## config.mk

```make
export PLATFORM = sky130hd
export DESIGN_NAME = char_lcd_nibble_writer
export DESIGN_NICKNAME = d
export VERILOG_FILES = /design/src/clnw_pkg.sv /design/src/clnw_front.sv /design/src/clnw_queue.sv /design/src/clnw_sequencer.sv /design/src/char_lcd_nibble_writer.sv
export SDC_FILE = /design/constraint.sdc
export NUM_CORES = 1
export LEC_CHECK = 0
export ABC_AREA = 1
export ABC_CLOCK_PERIOD_IN_PS = 3000
export BUFFER_PORTS_ARGS = -buffer_cell sky130_fd_sc_hd__buf_2
export CORE_MARGIN = 5
export CORE_UTILIZATION = 57
export DETAILED_ROUTE_END_ITERATION = 6
export PLACE_DENSITY = 0.83
export SLEW_MARGIN = 10
export SYNTH_ARGS = -nofsm -noshare
export SYNTH_HDL_FRONTEND = slang
export SYNTH_SLANG_ARGS = --single-unit
```

## constraint.sdc

```tcl
create_clock -name clk -period 3 [get_ports clk]
set_clock_uncertainty 0.2 [all_clocks]
set_input_delay 0.6 -clock clk [delete_from_list [all_inputs] [get_ports clk]]
set_output_delay 0.6 -clock clk [all_outputs]
set_load 0.02 [all_outputs]
```

## src/clnw_pkg.sv

```systemverilog
// shared types, codes and tables of the character display nibble writer
package clnw_pkg;

    // request codes
    localparam logic [1:0] REQ_START = 2'd0;
    localparam logic [1:0] REQ_CHAR  = 2'd1;
    localparam logic [1:0] REQ_INIT  = 2'd2;

    // wait codes
    localparam logic [2:0] WAIT_NONE    = 3'd0;
    localparam logic [2:0] WAIT_40US    = 3'd1;
    localparam logic [2:0] WAIT_200US   = 3'd2;
    localparam logic [2:0] WAIT_5MS     = 3'd3;
    localparam logic [2:0] WAIT_CLEAR   = 3'd4;

    // expander control nibbles and masks
    localparam logic [3:0] CTRL_CMD  = 4'hC;
    localparam logic [3:0] CTRL_DATA = 4'hD;
    localparam logic [7:0] EN_CLEAR  = 8'hFB;

    // display commands and characters
    localparam logic [7:0] CMD_CLEAR    = 8'h01;
    localparam logic [7:0] CMD_LINE_TWO = 8'hC0;
    localparam logic [7:0] CHAR_NEWLINE = 8'h0A;

    // defaults
    localparam int DEF_MESSAGE_LIMIT = 32;
    localparam int DEF_QUEUE_DEPTH   = 4;
    localparam logic [5:0] LINE_WIDTH_RESET = 6'd16;

    // sequence lengths, as last byte index
    localparam logic [4:0] LAST_IDX_INIT  = 5'd23;
    localparam logic [4:0] LAST_IDX_MOVE  = 5'd7;
    localparam logic [4:0] LAST_IDX_PLAIN = 5'd3;

    // one classified request for the sequencer
    typedef struct packed {
        logic       is_init;
        logic       has_move;
        logic [3:0] main_ctrl;
        logic [7:0] main_value;
        logic [2:0] main_wait;
    } job_t;

    typedef struct packed {
        logic [7:0] xbyte;
        logic [2:0] wcode;
    } init_entry_t;

    // expander byte for one step of a nibble transfer: high nibble first, enable then cleared
    function automatic logic [7:0] nibble_byte(input logic [3:0] ctrl, input logic [7:0] value,
                                               input logic [1:0] step);
        logic [3:0] nib;
        logic [7:0] b;
        nib = step[1] ? value[3:0] : value[7:4];
        b   = {nib, ctrl};
        if (step[0])
        begin
            b = b & EN_CLEAR;
        end
        return b;
    endfunction

    // power-up sequence
    function automatic init_entry_t init_entry(input logic [4:0] idx);
        init_entry_t e;
        unique case (idx)
            5'd0:    e = '{8'h3C, WAIT_NONE};
            5'd1:    e = '{8'h38, WAIT_5MS};
            5'd2:    e = '{8'h3C, WAIT_NONE};
            5'd3:    e = '{8'h38, WAIT_200US};
            5'd4:    e = '{8'h3C, WAIT_NONE};
            5'd5:    e = '{8'h38, WAIT_40US};
            5'd6:    e = '{8'h2C, WAIT_NONE};
            5'd7:    e = '{8'h28, WAIT_40US};
            5'd8:    e = '{8'h2C, WAIT_NONE};
            5'd9:    e = '{8'h28, WAIT_NONE};
            5'd10:   e = '{8'h8C, WAIT_NONE};
            5'd11:   e = '{8'h88, WAIT_40US};
            5'd12:   e = '{8'h0C, WAIT_NONE};
            5'd13:   e = '{8'h08, WAIT_NONE};
            5'd14:   e = '{8'hEC, WAIT_NONE};
            5'd15:   e = '{8'hE8, WAIT_40US};
            5'd16:   e = '{8'h0C, WAIT_NONE};
            5'd17:   e = '{8'h08, WAIT_NONE};
            5'd18:   e = '{8'h1C, WAIT_NONE};
            5'd19:   e = '{8'h18, WAIT_CLEAR};
            5'd20:   e = '{8'h0C, WAIT_NONE};
            5'd21:   e = '{8'h08, WAIT_NONE};
            5'd22:   e = '{8'h6C, WAIT_NONE};
            5'd23:   e = '{8'h68, WAIT_40US};
            default: e = '{8'h00, WAIT_NONE};
        endcase
        return e;
    endfunction

endpackage

```

## src/clnw_front.sv

```systemverilog
// front end: takes requests, tracks message position and line, classifies into jobs
module clnw_front
    import clnw_pkg::*;
#(
    parameter int MESSAGE_LIMIT = DEF_MESSAGE_LIMIT
)
(
    input  logic       clk,
    input  logic       rst_n,
    input  logic       cfg_write_en,
    input  logic [5:0] cfg_write_data,
    input  logic       in_valid,
    output logic       in_ready,
    input  logic [1:0] req_type,
    input  logic [7:0] char_code,
    input  logic       q_full,
    output logic       q_push,
    output job_t       q_job
);

    localparam logic [5:0] LIMIT = 6'(MESSAGE_LIMIT);

    logic [5:0] line_width_reg;
    logic [5:0] char_count_reg, char_count_next;
    logic       second_reg, second_next;
    logic       accept;
    logic       move;
    logic       second_mid;

    assign in_ready = !q_full;
    assign accept   = in_valid && in_ready;

    // classify the request and update message state
    always_comb
    begin
        char_count_next = char_count_reg;
        second_next     = second_reg;
        q_push          = 1'b0;
        q_job           = '{1'b0, 1'b0, CTRL_CMD, CMD_CLEAR, WAIT_CLEAR};
        move            = (char_count_reg == line_width_reg) && !second_reg;
        second_mid      = second_reg || move;
        if (accept)
        begin
            unique case (req_type)
                REQ_START:
                begin
                    char_count_next = '0;
                    second_next     = 1'b0;
                    q_push          = 1'b1;
                end
                REQ_CHAR:
                begin
                    if (char_count_reg < LIMIT)
                    begin
                        char_count_next = char_count_reg + 6'd1;
                        q_push          = 1'b1;
                        q_job.has_move  = move;
                        q_job.main_wait = WAIT_40US;
                        second_next     = 1'b1;
                        if (char_code == CHAR_NEWLINE && !second_mid)
                        begin
                            // newline that opens line two is swallowed
                            q_job.main_ctrl  = CTRL_CMD;
                            q_job.main_value = CMD_LINE_TWO;
                        end
                        else
                        begin
                            q_job.main_ctrl  = CTRL_DATA;
                            q_job.main_value = char_code;
                            second_next      = second_mid;
                        end
                    end
                end
                REQ_INIT:
                begin
                    q_push        = 1'b1;
                    q_job.is_init = 1'b1;
                end
                default:
                begin
                    q_push = 1'b0;
                end
            endcase
        end
    end

    // state and configuration registers
    always_ff @(posedge clk or negedge rst_n)
    begin
        if (!rst_n)
        begin
            line_width_reg <= LINE_WIDTH_RESET;
            char_count_reg <= '0;
            second_reg     <= 1'b0;
        end
        else
        begin
            if (cfg_write_en)
            begin
                line_width_reg <= cfg_write_data;
            end
            char_count_reg <= char_count_next;
            second_reg     <= second_next;
        end
    end

endmodule

```

## src/clnw_queue.sv

```systemverilog
// small job queue between front end and sequencer
module clnw_queue
    import clnw_pkg::*;
#(
    parameter int DEPTH = DEF_QUEUE_DEPTH
)
(
    input  logic clk,
    input  logic rst_n,
    input  logic push,
    input  job_t push_job,
    output logic full,
    input  logic pop,
    output job_t pop_job,
    output logic empty
);

    localparam int PW = (DEPTH > 1) ? $clog2(DEPTH) : 1;
    localparam int CW = $clog2(DEPTH + 1);
    localparam logic [PW-1:0] PTR_LAST = PW'(DEPTH - 1);
    localparam logic [CW-1:0] COUNT_FULL = CW'(DEPTH);

    job_t          mem [DEPTH];
    logic [PW-1:0] wr_ptr_reg, wr_ptr_next;
    logic [PW-1:0] rd_ptr_reg, rd_ptr_next;
    logic [CW-1:0] count_reg, count_next;
    logic          do_push;
    logic          do_pop;

    assign full    = (count_reg == COUNT_FULL);
    assign empty   = (count_reg == '0);
    assign do_push = push && !full;
    assign do_pop  = pop && !empty;
    assign pop_job = mem[rd_ptr_reg];

    // pointer and fill bookkeeping
    always_comb
    begin
        wr_ptr_next = wr_ptr_reg;
        rd_ptr_next = rd_ptr_reg;
        count_next  = count_reg;
        if (do_push)
        begin
            wr_ptr_next = (wr_ptr_reg == PTR_LAST) ? '0 : wr_ptr_reg + PW'(1);
        end
        if (do_pop)
        begin
            rd_ptr_next = (rd_ptr_reg == PTR_LAST) ? '0 : rd_ptr_reg + PW'(1);
        end
        if (do_push && !do_pop)
        begin
            count_next = count_reg + CW'(1);
        end
        else if (do_pop && !do_push)
        begin
            count_next = count_reg - CW'(1);
        end
    end

    always_ff @(posedge clk or negedge rst_n)
    begin
        if (!rst_n)
        begin
            wr_ptr_reg <= '0;
            rd_ptr_reg <= '0;
            count_reg  <= '0;
        end
        else
        begin
            wr_ptr_reg <= wr_ptr_next;
            rd_ptr_reg <= rd_ptr_next;
            count_reg  <= count_next;
        end
    end

    // storage
    always_ff @(posedge clk)
    begin
        if (do_push)
        begin
            mem[wr_ptr_reg] <= push_job;
        end
    end

endmodule

```

## src/clnw_sequencer.sv

```systemverilog
// back end: expands jobs into expander bytes, one per cycle unless the output stalls, into an output register
module clnw_sequencer
    import clnw_pkg::*;
(
    input  logic       clk,
    input  logic       rst_n,
    input  job_t       q_job,
    input  logic       q_empty,
    output logic       q_pop,
    output logic       out_valid,
    input  logic       out_ready,
    output logic [7:0] expander_byte,
    output logic [2:0] wait_code,
    output logic       last
);

    job_t        job_reg, job_next;
    logic [4:0]  idx_reg, idx_next;
    logic        busy_reg, busy_next;
    logic        out_valid_reg, out_valid_next;
    logic [7:0]  byte_reg, byte_next;
    logic [2:0]  wait_reg, wait_next;
    logic        last_reg, last_next;
    logic        advance;
    logic        emit;
    logic        at_end;
    logic        load;
    logic [4:0]  last_idx;
    logic [1:0]  step;
    init_entry_t ie;
    logic [7:0]  cur_byte;
    logic [2:0]  cur_wait;

    assign out_valid     = out_valid_reg;
    assign expander_byte = byte_reg;
    assign wait_code     = wait_reg;
    assign last          = last_reg;
    assign step          = idx_reg[1:0];

    // byte for the current index of the current job
    always_comb
    begin
        ie = init_entry(idx_reg);
        if (job_reg.is_init)
        begin
            last_idx = LAST_IDX_INIT;
            cur_byte = ie.xbyte;
            cur_wait = ie.wcode;
        end
        else if (job_reg.has_move && !idx_reg[2])
        begin
            last_idx = LAST_IDX_MOVE;
            cur_byte = nibble_byte(CTRL_CMD, CMD_LINE_TWO, step);
            cur_wait = (step == 2'd3) ? WAIT_40US : WAIT_NONE;
        end
        else
        begin
            last_idx = job_reg.has_move ? LAST_IDX_MOVE : LAST_IDX_PLAIN;
            cur_byte = nibble_byte(job_reg.main_ctrl, job_reg.main_value, step);
            cur_wait = (step == 2'd3) ? job_reg.main_wait : WAIT_NONE;
        end
        at_end = (idx_reg == last_idx);
    end

    // sequencing and output register
    always_comb
    begin
        advance        = !out_valid_reg || out_ready;
        emit           = busy_reg && advance;
        load           = (!busy_reg || (emit && at_end)) && !q_empty;
        q_pop          = load;
        busy_next      = busy_reg;
        job_next       = job_reg;
        idx_next       = idx_reg;
        out_valid_next = advance ? busy_reg : out_valid_reg;
        byte_next      = byte_reg;
        wait_next      = wait_reg;
        last_next      = last_reg;
        if (emit)
        begin
            byte_next = cur_byte;
            wait_next = cur_wait;
            last_next = at_end;
            idx_next  = idx_reg + 5'd1;
            if (at_end)
            begin
                busy_next = 1'b0;
            end
        end
        if (load)
        begin
            busy_next = 1'b1;
            job_next  = q_job;
            idx_next  = '0;
        end
    end

    always_ff @(posedge clk or negedge rst_n)
    begin
        if (!rst_n)
        begin
            busy_reg      <= 1'b0;
            out_valid_reg <= 1'b0;
            idx_reg       <= '0;
        end
        else
        begin
            busy_reg      <= busy_next;
            out_valid_reg <= out_valid_next;
            idx_reg       <= idx_next;
        end
    end

    always_ff @(posedge clk)
    begin
        job_reg  <= job_next;
        byte_reg <= byte_next;
        wait_reg <= wait_next;
        last_reg <= last_next;
    end

endmodule

```

## src/char_lcd_nibble_writer.sv

```systemverilog
// top level of the character display nibble writer
// Turns display requests into expander bytes for a character display run in 4-bit mode.
// A start request yields 4 bytes, a character 4 bytes (8 when it also opens line two),
// init 24 bytes, and a dropped character or unused code none. The sequencer puts out
// one byte per cycle while the output does not stall it; that byte-per-cycle sequencer
// sets the rate. The front end takes a request in any cycle the job queue (QUEUE_DEPTH
// entries) has room, even while results wait at the output; a taken request passes the
// job queue and the sequencer's job and output registers before its first byte shows.
// line_width may only be written while no request is in flight.
module char_lcd_nibble_writer
    import clnw_pkg::*;
#(
    parameter int MESSAGE_LIMIT = DEF_MESSAGE_LIMIT,
    parameter int QUEUE_DEPTH   = DEF_QUEUE_DEPTH
)
(
    input  logic       clk,
    input  logic       rst_n,
    input  logic       cfg_write_en,
    input  logic [5:0] cfg_write_data,
    input  logic       in_valid,
    output logic       in_ready,
    input  logic [1:0] req_type,
    input  logic [7:0] char_code,
    output logic       out_valid,
    input  logic       out_ready,
    output logic [7:0] expander_byte,
    output logic [2:0] wait_code,
    output logic       last
);

    job_t push_job;
    job_t pop_job;
    logic push;
    logic pop;
    logic full;
    logic empty;

    // request classification
    clnw_front #(
        .MESSAGE_LIMIT(MESSAGE_LIMIT)
    ) u_front (
        .clk           (clk),
        .rst_n         (rst_n),
        .cfg_write_en  (cfg_write_en),
        .cfg_write_data(cfg_write_data),
        .in_valid      (in_valid),
        .in_ready      (in_ready),
        .req_type      (req_type),
        .char_code     (char_code),
        .q_full        (full),
        .q_push        (push),
        .q_job         (push_job)
    );

    // job queue
    clnw_queue #(
        .DEPTH(QUEUE_DEPTH)
    ) u_queue (
        .clk     (clk),
        .rst_n   (rst_n),
        .push    (push),
        .push_job(push_job),
        .full    (full),
        .pop     (pop),
        .pop_job (pop_job),
        .empty   (empty)
    );

    // byte sequencer
    clnw_sequencer u_seq (
        .clk          (clk),
        .rst_n        (rst_n),
        .q_job        (pop_job),
        .q_empty      (empty),
        .q_pop        (pop),
        .out_valid    (out_valid),
        .out_ready    (out_ready),
        .expander_byte(expander_byte),
        .wait_code    (wait_code),
        .last         (last)
    );

endmodule

```

Yosys cells after proc, flatten, opt, wreduce, memory -nomap -nowiden

Memory sizes are Yosys's and may differ from the RTL's. A register that Yosys moved wholly into a read port is not among the register bits.
Index checks and enable logic that the tools add are counted.

Register bits after elaboration: 39
RAM bits: 68
Bits in read-only memories: 288
Input bits: 21
Output and inout bits: 14
Memories kept: 2

Memory list:

| name            | depth | width | rd ports | clocked after Yosys merged registers in | wr ports | RTL line         | RTL |
|---|---|---|---|---|---|---|---|
| (no name shown) | 32    | 9     | 1        | 0                                       | 0        | clnw_pkg.sv:67   | `unique case (idx)` |
| u_queue.mem     | 4     | 17    | 1        | 1                                       | 1        | clnw_queue.sv:23 | `job_t mem [DEPTH];` |

Add/sub/neg operators: 6
$lt $le $gt $ge: 1
Equal/unequal tests: 10
Mux-type cells: 37
Reductions and logical operators: 32

Operator list:

| operator                                          | number |
|---|---|
| two-way mux 16 bit                                | 2 |
| two-way mux 3 bit                                 | 8 |
| two-way mux 5 bit                                 | 4 |
| two-way mux 17 bit                                | 1 |
| two-way mux 8 bit                                 | 2 |
| one-hot mux 6 bit (2 select lines)                | 1 |
| logical AND 1 bit                                 | 11 |
| two-way mux 1 bit                                 | 11 |
| zero test 1 bit                                   | 9 |
| two-way mux 9 bit                                 | 1 |
| == test 2 bit, second input constant              | 4 |
| == test 8 x 4 -> 1 bit, second input constant     | 1 |
| two-way mux 4 bit                                 | 2 |
| nonzero test 2 bit                                | 4 |
| adder 6 x 1 -> 6 bit, second input constant       | 1 |
| == test 6 bit                                     | 1 |
| less-than comparator 6 bit, second input constant | 1 |
| two-way mux 6 bit                                 | 1 |
| adder 5 x 1 -> 5 bit, second input constant       | 1 |
| == test 5 bit                                     | 1 |
| adder 2 x 1 -> 2 bit, second input constant       | 2 |
| two-way mux 2 bit                                 | 2 |
| one-hot mux 1 bit (2 select lines)                | 2 |
| adder 3 x 1 -> 3 bit, second input constant       | 1 |
| 10 further kinds                                  | 12 |

Logic depth before layout (Yosys ltp)

Gate-level depths: netlist (run 1).

Depth after elaboration: 12
Mapped depth: 11
Mapped depth without buffers: 11

Hierarchy

From an unflattened synthesis (run 1), not the netlist that was laid out.

Cell total of the unflattened synthesis: 528
Area total of the unflattened synthesis: 5,733.0 µm²

Modules (own cells, without submodules):

| module         | instances | cells each | area each (µm²) |
|---|---|---|---|
| clnw_queue     | 1         | 259        | 3,213.1 |
| clnw_sequencer | 1         | 142        | 1,635.3 |
| clnw_front     | 1         | 127        | 884.6 |

Worst setup path after synthesis (run 1)

OpenSTA, ideal clock, no wires.

Path type: register to register
Start point: register u_seq.idx_reg[4]
End point: register u_queue.count_reg[2]
Arrival time: 2.099 ns
Setup slack: 0.570 ns
Cell stages (with the launch flop): 11
Buffers on the path: 0
Path through: dfrtp_1 > ha_1 > nor3_2 > nand4_1 > nand2_2 > nand2_4 > ha_1 > fa_1 > a21oi_1 > o21ai_0 > xor2_1

Word-level cells in the longest chain between the ends: 8

Ends and longest elaborated chain:

| item                                                           | RTL line              | RTL |
|---|---|---|
| from (decl)                                                    | clnw_sequencer.sv:18  | `logic [4:0] idx_reg, idx_next;` |
| from (signal assigned)                                         | clnw_sequencer.sv:110 | `idx_reg <= idx_next;` |
| == test 5 bit (*)                                              | clnw_sequencer.sv:62  | `at_end = (idx_reg == last_idx);` |
| logical AND 1 bit (*)                                          | clnw_sequencer.sv:70  | `load = (!busy_reg \|\| (emit && at_end)) && !q_empty;` |
| logical OR 1 bit (*)                                           | clnw_sequencer.sv:70  |  |
| logical AND 1 bit (*)                                          | clnw_sequencer.sv:70  |  |
| logical AND 1 bit (*)                                          | clnw_queue.sv:33      | `assign do_pop = pop && !empty;` |
| zero test 1 bit                                                | clnw_queue.sv:50      | `if (do_push && !do_pop)` |
| logical AND 1 bit                                              | clnw_queue.sv:50      |  |
| two-way mux 3 bit / nonzero test 2 bit (equally long branches) | -                     |  |
| to (signal assigned)                                           | clnw_queue.sv:72      | `count_reg <= count_next;` |
| to (decl)                                                      | clnw_queue.sv:26      | `logic [CW-1:0] count_reg, count_next;` |

Every way passes the cells marked *; elsewhere a longest branch is shown, timed or not.
A chain may end at the register's enable or synchronous reset.

Final worst setup path (run 1)

Same ends and word-level chain as after synthesis.

==> results.yml, run 1 <==
status:
  outcome: "complete, no violations"
timing:
  timing.setup.tns_ps: 0
  relSlewSlack_pct: 50.6
  setup_viol: 0
  finalMaxSlewViolations: 0
  finalHoldViolations: 0
  period_needed_ps: 2610
  rsz0062_at_grt: "false"
  fin_ws_ps: 391
  finalCritPeriodShare_pct: 87.0
  fmax_ghz: 0.383
  worst_pin_slew_ps: 741
logic_synthesis:
  synth_compound_area_share_pct: 9.35
  synth_edf_count: 76
  synth-adder-area-share_pct: 4.47
  syn_nets: 460
  avgSynthCellArea_sq_um: 11.0
  async_flop_share_pct: 26.2
  synth_mux_area_share_pct: 0.431
  synth_seq_cells: 103
  yosys_warnings: 0
  synth_top_family_by_area: "simple AND/OR/NAND/NOR gates"
  yosys.area_share.simple_pct: 14.9
  syn_area_sq_um: 4640
  ys.flop_type: "edfxtp_1"
  synth_cells: 423
  ys_types: 38
  synth_xor_area_share_pct: 1.32
  synth-seq-area-share_pct: 63.7
layout:
  drive_above_1_share_pct: 20.2
  antenna_cells: 0
  largest_register_ffs: 52
  nets: 498
  syn2layout_area_growth_pct: 9.75
routing:
  vias: 3056
  post_drt_wl_per_cell_um: 14.5
  first_pass_iters: 6
  viasPerCell: 5.35
  drc: 0
  drtIter0Drc: 222
  drt-total-wl_um: 8270
  ant_nets: 0
die:
  initial_core_util_pct: 57.4
  die_area_sq_um: 10100
  die_y_um: 100
  core_sq_um: 8090
  ios: 35
  die_w_um: 100
  rows: 33
clock_network:
  clk_pin_slew_worst_paths_ps: 90
  clock-root-buffer: "clkbuf_8"
  cts_tree: "yes"
  clock-sinks: 103
  ctsHoldBuffers: 0
  clkLatencyLatePin_ps: 360
  post_cts_buffers: 0
  post_cts_resized: 0
  htree_num_levels: 3
  cts_buffer_depth: 2
  cts_buffers: 9
critical_path:
  r2r_end: "u_queue.count_reg[2]"
  crit_type: "reg2reg"
  r2r_start: "u_seq.idx_reg[4]"
  cp-end-kind: "flop"
  crit_arrival_ps: 2660
  crit_path_max_fanout: 8
  ff2ff_path_depth: 10
  cp_data_required_time_ps: 3050
  crit_end: "u_queue.count_reg[2]"
  rrSetupSlack_ps: 390
  startpoint_type: "flop"
  critPathLaunch: "u_seq.idx_reg[4]"
power_and_ir_drop:
  p_sw_mw: 1.62
  p_leak_nw: 2.04
  clkPwrFrac_pct: 17.2
  irDropWorstVdd_mv: 0.428
  sw_frac_of_total_pct: 37.1
  seqPwrFrac_pct: 49.7
  power_density_nw_per_um2: 856
  cellInternalPower_mw: 2.75
  p_comb_share_pct: 33.0
global_routing:
  antenna_found_initial: 0
  grt_max_degree: 30
  grt_usage_pct: 18.0
  grt_pass1_wl_um: 14100
  grt_overflow: 0
  first_global_vias: 3011
place:
  port_buffers: 33
  place_ws_ps: 405
  dp_hpwl_um: 5710
  gp_congestion: 0.922
job:
  maxCapViolCount: 0
hold_path:
  hp-class: "in2async"
==> cells in the mapped netlist, drive strengths merged (3+ instances only) <==
master / instances / area, sq um
nand3: 16 / 108
nand2: 60 / 245
ha: 15 / 188
o31ai: 3 / 22.5
o22ai: 14 / 87.6
inv: 54 / 205
clkbuf: 8 / 30.0
nor2: 53 / 219
nand4: 7 / 43.8
edfxtp: 76 / 2280
o21ai: 53 / 265
dfrtp: 26 / 651
xor2: 5 / 43.8
a21oi: 8 / 43.8
buf: 5 / 30.0
nor3: 7 / 51.3
==> worst max-delay path: stages (launching register included) <==
cell     delay, ps
dfrtp_1        450
ha_1           330
nor3_2         180
nand4_1        120
nand2_2        110
nand2_4         90
ha_1           230
fa_1           390
a21oi_1        150
o21ai_0        110
xor2_1         150
==> layout make-up <==
type,count,area (sq um)
fillers,649,3000
flip-flops and latches,103,2960
multi-input cells,253,1420
repair buffers,40,218
inverters,54,205
well taps,105,131
clock buffers,10,128
clock inverters,6,36.3
==> kinds of logic (layout without fill, tap and decap cells) <==
family | after synthesis | count (layout)
AOI/OAI and AO/OA | 80 | 80
xor gates and xnor gates | 7 | 7
other | 1 | 1
and+or+nand+nor | 147 | 147
muxes | 2 | 2
DFF | 103 | 103
buffers and inverters | 67 | 110
adders and majority gates | 16 | 16
==> power groups by stage <==
stage	combinational, mW	clock [mW]	sequential [mW]
after floorplan	1.01	0	2.22
final	1.44	0.751	2.17
after detailed placement	1.45	0	2.20
after CTS	1.45	0.773	2.17
after global routing	1.63	0.846	2.21
after global placement	1.39	0	2.18
==> routing by layer <==
metal  track usage, %  vias to the layer above  wire length [um]
met5                0                        -                 0
met4             7.56                        0               100
met3             3.89                        8               410
met2             30.5                       73              4190
met1             22.4                     1457              3570
li1                 -                     1518                 -
==> worst min-delay path by stage <==
stage,from,to,slack (ps),cells after the start
global placement,u_queue.count_reg[0],u_queue.count_reg[0],280,1
finish,rst_n,u_front.char_count_reg[1],50,1
global route,rst_n,u_seq.idx_reg[1],80,1
detailed placement,u_queue.count_reg[0],u_queue.count_reg[0],280,1
floorplan,rst_n,u_front.char_count_reg[0],100,0
CTS,rst_n,u_queue.rd_ptr_reg[0],50,1
==> stage by stage <==
stage / utilization [%] / std cells / hold slack [ps] / instance area (sq um) / total power [mW]
after floorplan: - / 423 / 104 / 4640 / 3.23
after global placement: 61.0 / 555 / 285 / 4930 / 3.57
after detailed placement: 61.0 / 555 / 282 / 4930 / 3.65
after CTS: 63.0 / 571 / 46.1 / 5100 / 4.39
after global routing: 63.0 / 571 / 83.6 / 5100 / 4.69
final: 63.0 / 571 / 51.7 / 5100 / 4.36
==> layout by cell type (no fill, tap or decap), types with 2 or more instances in the layout <==
cell	instances
a21oi_1	7
buf_2	33
buf_4	7
clkbuf_8	9
clkinv_1	2
clkinvlp_4	2
dfrtp_1	26
edfxtp_1	76
ha_1	15
inv_1	34
inv_2	19
mux2i_1	2
nand2_1	56
nand2_2	2
nand2_4	2
nand3_1	12
nand3_2	3
nand4_1	7
nor2_1	45
nor2_2	8
nor3_1	5
o21a_1	2
o21ai_0	40
o21ai_1	13
o22ai_1	14
o31ai_1	3
xnor2_1	2
xor2_1	5
Note: power is estimated with default switching activity, not from simulation.
==> run 2, diff against run 1 <==
--- a/config.mk
+++ b/config.mk
@@ -6,11 +6,12 @@
 export NUM_CORES = 1
 export LEC_CHECK = 0
 export ABC_AREA = 1
-export ABC_CLOCK_PERIOD_IN_PS = 3000
+export ABC_CLOCK_PERIOD_IN_PS = 2950
 export BUFFER_PORTS_ARGS = -buffer_cell sky130_fd_sc_hd__buf_2
 export CORE_MARGIN = 5
 export CORE_UTILIZATION = 57
 export DETAILED_ROUTE_END_ITERATION = 6
+export GPL_TIMING_DRIVEN = 1
 export PLACE_DENSITY = 0.83
 export SLEW_MARGIN = 10
 export SYNTH_ARGS = -nofsm -noshare
==> constraint.sdc (replaced) <==
create_clock -name clk -period 2.95 [get_ports clk]
set_clock_uncertainty 0.2 [all_clocks]
set_input_delay 0.1475 -clock clk [delete_from_list [all_inputs] [get_ports clk]]
set_output_delay 0.1475 -clock clk [all_outputs]
set_load 0.02 [all_outputs]
==> run 2 against run 1 <==
  * Die area is the same
  * Register-to-register slack worse by 30 ps
  * Non-clock buffer count grew 28
  * Worst hold slack worse by 42 ps
==> results.yml, run 2 (synthesized netlist as in run 1, its figures left out) <==
routing:
  ant_nets: 0
  first_pass_iters: 5
  post_drt_wl_per_cell_um: 14.6
  drt-total-wl_um: 8760
  viasPerCell: 5.34
  drc: 0
  vias: 3199
  drtIter0Drc: 280
status:
  outcome: "complete, no violations"
job:
  maxCapViolCount: 0
place:
  placed_area_sq_um: 4930
  gp_congestion: 0.919
  dp_hpwl_um: 5790
  port_buffers: 33
timing:
  timing.setup.tns_ps: 0
  worst_pin_slew_ps: 726
  relSlewSlack_pct: 51.6
  fmax_ghz: 0.386
  setup_viol: 0
  finalMaxSlewViolations: 0
  rsz0062_at_grt: "false"
  finalCritPeriodShare_pct: 87.8
  finalHoldViolations: 0
  holdWs_ps: 9.99
  period_needed_ps: 2590
power_and_ir_drop:
  p_leak_nw: 2.18
  irDropWorstVdd_mv: 0.472
  power_density_nw_per_um2: 853
  fin_total_pwr_mw: 4.62
layout:
  final_common_cell: "edfxtp_1"
  mostFrequentLayoutCells: "edfxtp_1, nand2_1, nor2_1"
  antenna_cells: 0
  largest_register_ffs: 52
  syn2layout_area_growth_pct: 16.6
  drive_above_1_share_pct: 19.6
  fin_util_pct: 66.9
  nets: 526
  finalInstanceArea_sq_um: 5420
critical_path:
  ff2ff_path_depth: 10
  crit_arrival_ps: 2640
  cp_data_required_time_ps: 3000
  cp-end-kind: "flop"
  crit_path_max_fanout: 8
  crit_type: "reg2reg"
  startpoint_type: "flop"
die:
  rows: 33
  die_y_um: 100
  die_area_sq_um: 10100
  die_w_um: 100
  core_sq_um: 8090
  initial_core_util_pct: 57.4
  ios: 35
global_routing:
  first_global_vias: 3133
  grt_max_degree: 30
  antenna_found_initial: 0
  grt_pass1_wl_um: 14600
  grt_usage_pct: 18.6
  grt_overflow: 0
clock_network:
  clk_pin_slew_worst_paths_ps: 100
  cts_buffer_depth: 2
  htree_num_levels: 3
  cts_tree: "yes"
  clock-sinks: 103
  post_cts_resized: 0
  clock-root-buffer: "clkbuf_8"
  clkLatencyLatePin_ps: 370
  cts_buffers: 9
hold_path:
  min_path_cells: 3
  hp-class: "in2reg"
run 2: cell count changes in the layout (fill, tap and decap cells not counted), sizes merged:
cell and change:
dlygate4sd3 +28, inv +2, bufinv +1, clkbuf -1, clkinv -2
run 2: per-layer routing:
layer	vias up	global-route usage (%)	share of wire, %
met3	16	4.10	5.3
met5	-	0	0
met4	0	6.63	1.6
met1	1514	22.0	40
li1	1574	-	-
met2	95	33.1	53
run 2: power breakdown:
part           switching [mW]  internal [mW]
Sequential              0.211           1.99
Combinational           0.990          0.521
Clock                   0.498          0.403
Total                    1.70           2.92
run 2: path summary, 6_finish.rpt:
path                                 startpoint                         to  slack [ps]
hold reg to reg            u_queue.count_reg[0]       u_queue.count_reg[0]         300
setup reg to reg               u_seq.idx_reg[4]       u_queue.count_reg[2]         360
setup / recovery               u_seq.idx_reg[4]       u_queue.count_reg[2]         360
max in group asynchronous                 rst_n           u_seq.idx_reg[1]        2020
hold / removal                     char_code[7]         u_queue.mem[2][10]          10
min in group asynchronous                 rst_n  u_front.line_width_reg[1]         120
run 2: metrics by stage:
stage | cells | setup WS (ps)
6_report | 599 | 360
4_1_cts | 599 | 358
2_1_floorplan | 423 | 520
3_5_place_dp | 555 | 375
3_3_place_gp | 555 | 431
5_1_grt | 599 | 128
run 2: layout make-up:
cell class                 instances  area [sq um]
tap                              105           131
clock inverter                     7          78.8
timing repair buffer              68           498
fill                             607          2680
multi-input combinational        253          1420
inverter                          54           205
sequential                       103          2960
clock buffer                       9           124
run 2: repair_timing:
action | CTS | global route
hold buffers | 28 | 0
hold endpoints to repair | 68 | 0
setup buffers | 0 | 0
run 2: critical path, cell delays in order, from the launching register on:
cell	delay, ps
dfrtp_1	450
ha_1	320
nor3_2	170
nand4_1	120
nand2_2	110
nand2_4	90
ha_1	230
fa_1	380
a21oi_1	140
o21ai_0	110
xor2_1	150
==> run 3, diff against run 2 <==
--- a/config.mk
+++ b/config.mk
@@ -12,8 +12,9 @@
 export CORE_UTILIZATION = 57
 export DETAILED_ROUTE_END_ITERATION = 6
 export GPL_TIMING_DRIVEN = 1
-export PLACE_DENSITY = 0.83
+export PLACE_DENSITY = 0.82
 export SLEW_MARGIN = 10
 export SYNTH_ARGS = -nofsm -noshare
 export SYNTH_HDL_FRONTEND = slang
+export SYNTH_HIERARCHICAL = 1
 export SYNTH_SLANG_ARGS = --single-unit
==> run 3 against run 2 <==
  * Global-route usage increased by 2.0 points
  * Core utilization increased by 4.2 points
  * Count of clock-buffer cells in the layout increased by 8
  * Die area increased by 21%
  * Setup slack got worse by 130 ps
  * Largest power group unchanged
  * Highest routed layer unchanged
==> results.yml, run 3 <==
die:
  core_sq_um: 9770
  ios: 35
  rows: 36
  die_y_um: 110
  initial_core_util_pct: 58.7
  die_w_um: 110
  die_area_sq_um: 12200
power_and_ir_drop:
  sw_frac_of_total_pct: 32.6
  p_leak_nw: 2.96
  clkPwrFrac_pct: 33.8
  cellInternalPower_mw: 4.21
  p_sw_mw: 2.04
  p_comb_share_pct: 24.6
  seqPwrFrac_pct: 41.6
  power_density_nw_per_um2: 899
  fin_total_pwr_mw: 6.25
  irDropWorstVdd_mv: 0.537
clock_network:
  clock-root-buffer: "clkbuf_8"
  clock-sinks: 124
  cts_buffers: 17
  cts_tree: "yes"
  htree_num_levels: 4
  clkLatencyLatePin_ps: 510
  clk_pin_slew_worst_paths_ps: 60
  cts_buffer_depth: 2
routing:
  vias: 3959
  viasPerCell: 5.26
  first_pass_iters: 7
  ant_nets: 0
  drtIter0Drc: 241
  drc: 0
  drt-total-wl_um: 11300
  post_drt_wl_per_cell_um: 15.1
critical_path:
  cp_data_required_time_ps: 3150
  cp_top_family: "simple AND/OR/NAND/NOR gates"
  critPathBufInv: 6
  startpoint_type: "flop"
  rrSetupSlack_ps: 230
  crit_chain: "inv_1, nand3_1, inv_1, inv_2, nand2_1, inv_2, nand3_2, o21ai_0, nand2_2, inv_1, ha_1, inv_1, fa_1, nand2_1, nand3_1, nand2_1, nand2_1"
  crit_type: "reg2reg"
  crit_path_max_incr_delay_ps: 400
  cp-end-kind: "flop"
  cpMaxStageDelayCell: "dfrtp_1"
  crit_arrival_ps: 2920
  crit_path_max_fanout: 7
global_routing:
  antenna_found_initial: 0
  first_global_vias: 4010
  grt_pass1_wl_um: 18600
  grt_max_degree: 72
  grtUsageMet3_pct: 4.43
  grt_util_met1_pct: 24.7
  grt.busiest_layer: "met2"
  grt_usage_pct: 20.5
  grt_overflow: 0
  gr-usage-met2_pct: 36.5
timing:
  rsz0062_at_grt: "false"
  finalCritPeriodShare_pct: 92.2
  fin_ws_ps: 229
  timing.setup.tns_ps: 0
  finalHoldViolations: 0
  setup_viol: 0
  finalMaxSlewViolations: 0
  fmax_ghz: 0.367
  period_needed_ps: 2720
  worst_pin_slew_ps: 1140
  relSlewSlack_pct: 24.2
  holdWs_ps: 292
logic_synthesis:
  async_flop_share_pct: 21.8
  yosys_warnings: 6
  syn_area_sq_um: 5730
  synth-seq-area-share_pct: 62.6
  synth_most_common_cell: "nand2_1"
  synth_edf_count: 97
  avgSynthCellArea_sq_um: 10.9
  synth_commonest_cells: "nand2_1, edfxtp_1, inv_1"
  synth_seq_cells: 124
  ys_types: 36
  yosysTopAreaCell: "edfxtp_1"
  synthTopCellsByArea: "edfxtp_1, dfrtp_1, nand2_1"
  synth_cells: 528
  yosys.area.top_type_share_pct: 50.8
  ys.flop_type: "edfxtp_1"
place:
  dp_hpwl_um: 6570
  port_buffers: 34
  gp_congestion: 0.900
  dp_cells: 686
  place_ws_ps: 276
status:
  outcome: "complete, no violations"
layout:
  mostFrequentLayoutCells: "nand2_1, edfxtp_1, inv_1"
  nFillCells: 640
  nets: 644
  largest_register_ffs: 68
  instances_no_fill: 753
  final_common_cell: "nand2_1"
  drive_above_1_share_pct: 18.9
  syn2layout_area_growth_pct: 21.3
  antenna_cells: 0
job:
  maxCapViolCount: 0
hold_path:
  hp-class: "in2reg"
==> run 3: final timing paths <==
check,start,to,cells after the start
worst max-delay path,u_queue/count_reg[0],u_queue/count_reg[2],17
worst min-delay path,cfg_write_en,u_front/line_width_reg[4],3
worst max register to register,u_queue/count_reg[0],u_queue/count_reg[2],17
worst min register to register,u_queue/count_reg[2],u_queue/count_reg[2],2
max in group asynchronous,rst_n,u_queue/rd_ptr_reg[0],4
min in group asynchronous,rst_n,u_front/line_width_reg[2],4
==> run 3: logic make-up after synthesis <==
family                   Yosys count  share of synthesized area, %
flip-flops                       124                          62.6
XOR/XNOR                           4                         0.611
adder cells (fa/ha/maj)           15                          3.40
AND/OR/NAND/NOR                  196                          15.6
other                              2                         0.131
AO/OA/AOI/OAI                     75                          8.42
buffers and inverters            112                          9.23
==> run 3: repair_timing <==
item,CTS,global route
hold buffers,36,0
endpoints found under the setup margin,0,1
resized for setup,0,1
buffers inserted,0,0
hold endpoints to repair,82,0
==> run 3: cell type report <==
type                       count  area, sq um  share of cell area (%)
clock buffer                  17          414                    5.96
tap                          133          166                    2.39
multi-input combinational    294         1640                    23.5
inverter                      95          364                    5.24
timing repair buffer          76          586                    8.42
clock inverter                14          195                    2.81
sequential                   124         3590                    51.7
==> run 3: worst min-delay path: stages <==
cell,delay (ps)
buf_2,190
o21ai_0,100
dlygate4sd3_1,550
==> run 3: power groups by stage <==
stage | Clock, mW | Sequential [mW] | Combinational [mW]
4_1_cts | 2.15 | 2.60 | 1.51
2_1_floorplan | 0 | 2.54 | 1.18
5_1_grt | 2.23 | 2.64 | 1.72
3_5_place_dp | 0 | 2.63 | 1.43
6_report | 2.11 | 2.60 | 1.53
3_3_place_gp | 0 | 2.61 | 1.37
==> run 3: routing by layer <==
metal  vias to the layer above  part of all wire, %
met3                        18                  6.1
met5                         -                    0
li1                       1908                    -
met2                       143                   51
met1                      1890                   41
met4                         0                  1.4
==> run 3: stage by stage <==
stage	utilization [%]	area (sq um)
after floorplan	-	5750
after detailed placement	61.1	5970
after global routing	71.1	6950
after global placement	61.1	5970
after CTS	71.1	6950
final	71.1	6950
